`config.mk`:
```
export PLATFORM = sky130hd
export DESIGN_NAME = mdc_cfg
export DESIGN_NICKNAME = d
export VERILOG_FILES = /design/src/rtl/mdc_pkg.sv /design/src/rtl/mdc_cfg.sv
export SDC_FILE = /design/constraint.sdc
export NUM_CORES = 1
export LEC_CHECK = 0
export BUFFER_PORTS_ARGS = -buffer_cell sky130_fd_sc_hd__buf_4
export CAP_MARGIN = 20
export CORE_UTILIZATION = 45
export CTS_BUF_LIST = sky130_fd_sc_hd__clkbuf_8
export CTS_CLUSTER_SIZE = 16
export DETAILED_ROUTE_END_ITERATION = 10
export GPL_TIMING_DRIVEN = 0
export PLACE_DENSITY = 0.82
export SYNTH_ARGS = -nofsm -noshare
export SYNTH_HDL_FRONTEND = slang
export SYNTH_SLANG_ARGS = --single-unit
```
`constraint.sdc`:
```
create_clock -name clk -period 2.17 [get_ports clk]
set_input_delay 0.434 -clock clk [delete_from_list [all_inputs] [get_ports clk]]
set_output_delay 0.434 -clock clk [all_outputs]
set_load 0.02 [all_outputs]
```
`src/rtl/mdc_pkg.sv`:
```
`default_nettype none

package mdc_pkg;

    localparam int NUM_AXES     = 3;
    localparam int WORD_W       = 16;
    localparam int RAW_W        = 24;
    localparam int FLD_W        = 32;
    localparam int SCALE_W      = 32;
    localparam int PROD_W       = RAW_W + SCALE_W + 1;
    localparam int DIF_W        = FLD_W + 1;
    localparam int COEF_W       = 16;
    localparam int ROW_W        = NUM_AXES * COEF_W;
    localparam int MPROD_W      = COEF_W + DIF_W;
    localparam int ACC_W        = MPROD_W + 2;
    localparam int SAT_W        = PROD_W;
    localparam int FIELD_SHIFT  = 16;
    localparam int MATRIX_SHIFT = 12;
    localparam int CFG_DATA_W   = ROW_W;
    localparam int CFG_IDX_W    = 3;

    localparam logic signed [PROD_W-1:0] ROUND_FLD = PROD_W'(1) << (FIELD_SHIFT - 1);
    localparam logic signed [ACC_W-1:0]  ROUND_CAL = ACC_W'(1) << (MATRIX_SHIFT - 1);

    localparam logic [FLD_W-1:0] FLD_MAX = {1'b0, {(FLD_W - 1){1'b1}}};
    localparam logic [FLD_W-1:0] FLD_MIN = {1'b1, {(FLD_W - 1){1'b0}}};

    // Identity soft-iron matrix, one Q4.12 unit on the diagonal.
    localparam logic [ROW_W-1:0] ROW0_RESET = ROW_W'(48'h0000_0000_1000);
    localparam logic [ROW_W-1:0] ROW1_RESET = ROW_W'(48'h0000_1000_0000);
    localparam logic [ROW_W-1:0] ROW2_RESET = ROW_W'(48'h1000_0000_0000);

    typedef enum logic [CFG_IDX_W-1:0] {
        REG_LSB_SCALE   = 3'd0,
        REG_BIAS_X      = 3'd1,
        REG_BIAS_Y      = 3'd2,
        REG_BIAS_Z      = 3'd3,
        REG_MATRIX_ROW0 = 3'd4,
        REG_MATRIX_ROW1 = 3'd5,
        REG_MATRIX_ROW2 = 3'd6
    } reg_idx_t;

    typedef struct packed {
        logic [WORD_W-1:0] word0;
        logic [WORD_W-1:0] word1;
        logic [WORD_W-1:0] word2;
        logic [WORD_W-1:0] word3;
        logic [WORD_W-1:0] word4;
    } in_t;

    typedef struct packed {
        logic signed [RAW_W-1:0] raw_x;
        logic signed [RAW_W-1:0] raw_y;
        logic signed [RAW_W-1:0] raw_z;
        logic signed [FLD_W-1:0] field_x;
        logic signed [FLD_W-1:0] field_y;
        logic signed [FLD_W-1:0] field_z;
        logic signed [FLD_W-1:0] cal_x;
        logic signed [FLD_W-1:0] cal_y;
        logic signed [FLD_W-1:0] cal_z;
    } out_t;

    typedef struct packed {
        logic [SCALE_W-1:0]               lsb_scale;
        logic [NUM_AXES-1:0][FLD_W-1:0]   bias;
        logic [NUM_AXES-1:0][ROW_W-1:0]   row;
    } cfg_t;

    typedef struct packed {
        logic [NUM_AXES-1:0][RAW_W-1:0]  raw;
        logic [NUM_AXES-1:0][PROD_W-1:0] prod;
    } scl_item_t;

    typedef struct packed {
        logic [NUM_AXES-1:0][RAW_W-1:0] raw;
        logic [NUM_AXES-1:0][FLD_W-1:0] fld;
    } fld_item_t;

    typedef struct packed {
        logic [NUM_AXES-1:0][RAW_W-1:0] raw;
        logic [NUM_AXES-1:0][FLD_W-1:0] fld;
        logic [NUM_AXES-1:0][DIF_W-1:0] dif;
    } dif_item_t;

    typedef struct packed {
        logic [NUM_AXES-1:0][RAW_W-1:0]                 raw;
        logic [NUM_AXES-1:0][FLD_W-1:0]                 fld;
        logic [NUM_AXES-1:0][NUM_AXES-1:0][MPROD_W-1:0] prod;
    } mac_item_t;

    typedef struct packed {
        logic [NUM_AXES-1:0][RAW_W-1:0] raw;
        logic [NUM_AXES-1:0][FLD_W-1:0] fld;
        logic [NUM_AXES-1:0][ACC_W-1:0] acc;
    } acc_item_t;

    // Clamp a sign-extended value to the signed 32-bit range.
    function automatic logic [FLD_W-1:0] sat_fld(input logic signed [SAT_W-1:0] v);
        logic [SAT_W-FLD_W:0] top;
        top = v[SAT_W-1:FLD_W-1];
        if (top == '0 || top == '1)
        begin
            return v[FLD_W-1:0];
        end
        else if (v[SAT_W-1])
        begin
            return FLD_MIN;
        end
        else
        begin
            return FLD_MAX;
        end
    endfunction

endpackage

`default_nettype wire

```
`src/rtl/mdc_cfg.sv`:
```
`default_nettype none

module mdc_cfg (
    input  wire logic                             clk,
    input  wire logic                             rst_n,
    input  wire logic                             cfg_write,
    input  wire logic [mdc_pkg::CFG_IDX_W-1:0]    cfg_index,
    input  wire logic [mdc_pkg::CFG_DATA_W-1:0]   cfg_data,
    output mdc_pkg::cfg_t                         cfg
);

    mdc_pkg::cfg_t cfg_reg;
    mdc_pkg::cfg_t cfg_next;

    always_comb
    begin
        cfg_next = cfg_reg;
        if (cfg_write)
        begin
            case (cfg_index)
                mdc_pkg::REG_LSB_SCALE:
                    cfg_next.lsb_scale = cfg_data[mdc_pkg::SCALE_W-1:0];
                mdc_pkg::REG_BIAS_X:
                    cfg_next.bias[0] = cfg_data[mdc_pkg::FLD_W-1:0];
                mdc_pkg::REG_BIAS_Y:
                    cfg_next.bias[1] = cfg_data[mdc_pkg::FLD_W-1:0];
                mdc_pkg::REG_BIAS_Z:
                    cfg_next.bias[2] = cfg_data[mdc_pkg::FLD_W-1:0];
                mdc_pkg::REG_MATRIX_ROW0:
                    cfg_next.row[0] = cfg_data[mdc_pkg::ROW_W-1:0];
                mdc_pkg::REG_MATRIX_ROW1:
                    cfg_next.row[1] = cfg_data[mdc_pkg::ROW_W-1:0];
                mdc_pkg::REG_MATRIX_ROW2:
                    cfg_next.row[2] = cfg_data[mdc_pkg::ROW_W-1:0];
                default:
                    cfg_next = cfg_reg;
            endcase
        end
    end

    always_ff @(posedge clk or negedge rst_n)
    begin
        if (!rst_n)
        begin
            cfg_reg.lsb_scale <= '0;
            cfg_reg.bias      <= '0;
            cfg_reg.row[0]    <= mdc_pkg::ROW0_RESET;
            cfg_reg.row[1]    <= mdc_pkg::ROW1_RESET;
            cfg_reg.row[2]    <= mdc_pkg::ROW2_RESET;
        end
        else
        begin
            cfg_reg <= cfg_next;
        end
    end

    assign cfg = cfg_reg;

endmodule

`default_nettype wire

```
==> metrics.txt <==
Mapped Nets=between 600 and 700; worst-path cell chain=dlygate4sd3_1, buf_8, buf_16, buf_16; I/O Buffers=approximately 330; min-delay worst type=input pin to register; die area=23460 µm²; GP Congestion=0.7895; Post-CTS Setup Repair Bufs=0; Worst Tran Pin Value=0.6412 ns; period utilization=0.8351; fin nets=1008; worst flop-to-flop path endpoint=cfg[130]; Critical Path Max Stage Delay=approximately 0.56 ns; hold_ws=roughly 0.13 ns; Top cell by count, worst path=buf_16; Setup Total Neg Slack=0 ns; yosys warns=0; reg2reg setup slack=1.36 ns; Pleak=between 6 and 7 nW; Yosys cell types=12; via count=6328; Max-cap violations=0; die span in x=153.2 µm; dominant cells by area after synthesis=dfrtp_1, mux2_2, mux2_1, mux2_4, buf_6; initial antenna violation count=0; Crit. End Element=async pin; Worst Setup EP=cfg[235]; Largest register FFs=around 270; clock buffer depth=3; GR Overflow Total=0; leading area contributor after synthesis=dfrtp_1; Cell Pwr Density=between 1000 and 1500 nW/µm²; P&R area growth vs syn=35.79%; reg2reg start=cfg[130]; final worst slack=0.3579 ns; Mapped Area=10280 µm²; clock sink total=272; skew final=0 ns; vias in the first global route=6949; clk slew on worst S/H paths=about 0.060 ns; drt first pass iters=4; boundary pin count=326; Startpoint Class=input pin; total wire length=25.29 mm; Slew headroom=0.5725; R2R depth=1; Die Ht=between 150 and 200 µm; post-synthesis register bit count=272; f_max=551.9 MHz; top cell type's share of synthesized area=0.6547; Starting DRT DRC Count=167; Final Hold Fails=0; drt drc=0; Rows=54; critical path launch point=rst_n; cts bufs inserted=44; Critical Path AT=2.42 ns; first-pass GRT wire length=~40 mm; Setup WS pre-CTS=0.2318 ns; Post-DP HPWL=between 15 and 20 mm; Core Region=between 20000 and 25000 µm²; Worst VDD drop=0.7180 mV; mean post-synth cell area=17.73 µm²; Slew Viols, Final=0; layout cell share with drive strength beyond 1=0.6507; sequential area share after synthesis=0.6623; H-tree levels=2; status=finished clean; worst-path maximum fanout=about 120; total track usage=0.2199; DR WL/cell=20.04 µm; Antenna Violating Nets Remaining=0; type of the worst setup path=input pin to async pin; Inserted Diodes=0; Crit path required time=~2.8 ns; Mapped Cells=between 500 and 600; vias per cell=5.014; RSZ-0062 raised after global routing=false; total chip power=15.79 mW; CP max-delay cell=dlygate4sd3_1; CTS tree=yes; latest clock arrival within the worst-skew pair=0.54 ns; Initial Util=0.4654; clock root cell=clkbuf_8; setup violators final=0; post-layout min period=1.812 ns; largest net degree at the start of global routing=123
-- worst min-delay path by stage --
stage | start | end | slack, ns | cells after the start
final | cfg_data[42] | cfg[90] | 0.13 | 2
after global routing | cfg_data[36] | cfg[132] | 0.10 | 2
after CTS | cfg_data[44] | cfg[92] | 0.09 | 2
after detailed placement | rst_n | cfg[10] | 0.35 | 1
after global placement | cfg[186] | cfg[186] | 0.47 | 1
after floorplan | rst_n | cfg[0] | 0.14 | 0
-- synthesized netlist by cell type, drive strengths merged --
cell type / number
dfstp: 3
dfrtp: 269
mux2: 272
buf: 29
and4bb: 3
nor4b: 1
nand4b: 3
-- power by group --
part | switching [mW] | internal [mW]
Sequential | 0.612 | 6.21
Combinational | 2.53 | 2.30
Clock | 1.96 | 2.17
Total | 5.11 | 10.7
-- stage by stage --
step	utilization	std cells	instance area [µm²]
after global routing	0.6320	1262	13960
after CTS	0.6320	1262	13960
after detailed placement	0.5945	1187	13140
after global placement	0.5917	1185	13070
after floorplan	-	580	10280
final	0.6320	1262	13960
-- cells by family after synthesis --
group / synth area share
buffers and inverters: 0.02397
muxes: 0.3052
DFF: 0.6623
and+or+nand+nor: 0.008517
-- metal layers --
metal | global-route usage | vias up | part of all wire
li1 | - | 2809 | -
met1 | 0.2714 | 3211 | 0.41
met2 | 0.3564 | 253 | 0.47
met3 | 0.07655 | 55 | 0.085
met4 | 0.08273 | 0 | 0.029
met5 | 0 | - | 0
-- cell usage in the layout, fill, tap and decap left out --
master / count
buf_8: 1
mux2_1: 52
mux2_2: 200
nand4b_1: 3
buf_4: 327
mux2_4: 20
inv_8: 2
clkbuf_8: 52
and4bb_2: 2
dlygate4sd3_1: 1
dfrtp_1: 269
nor4b_4: 1
and4bb_1: 1
buf_6: 15
inv_1: 17
dfstp_2: 3
buf_16: 2
buf_2: 11
clkinv_2: 3
-- area by class of cell --
type / count / area [µm²]
plain buffers: 29 / 246.5
clock buffers: 52 / 715.7
clock inverters: 22 / 101.3
fillers: 1654 / 8132
multi-input cells: 279 / 3226
flip-flops and latches: 272 / 6810
well taps: 280 / 350.3
repair buffers: 328 / 2512
-- critical path, delay by kind of cell --
family   cells  cell delay, ns
buf+inv      4            1.76
-- timing repair --
item,in CTS,in global routing
hold buffers,1,0
hold endpoints to repair,43,0
gates resized for setup,0,0
(Power assumes the default switching activity.)
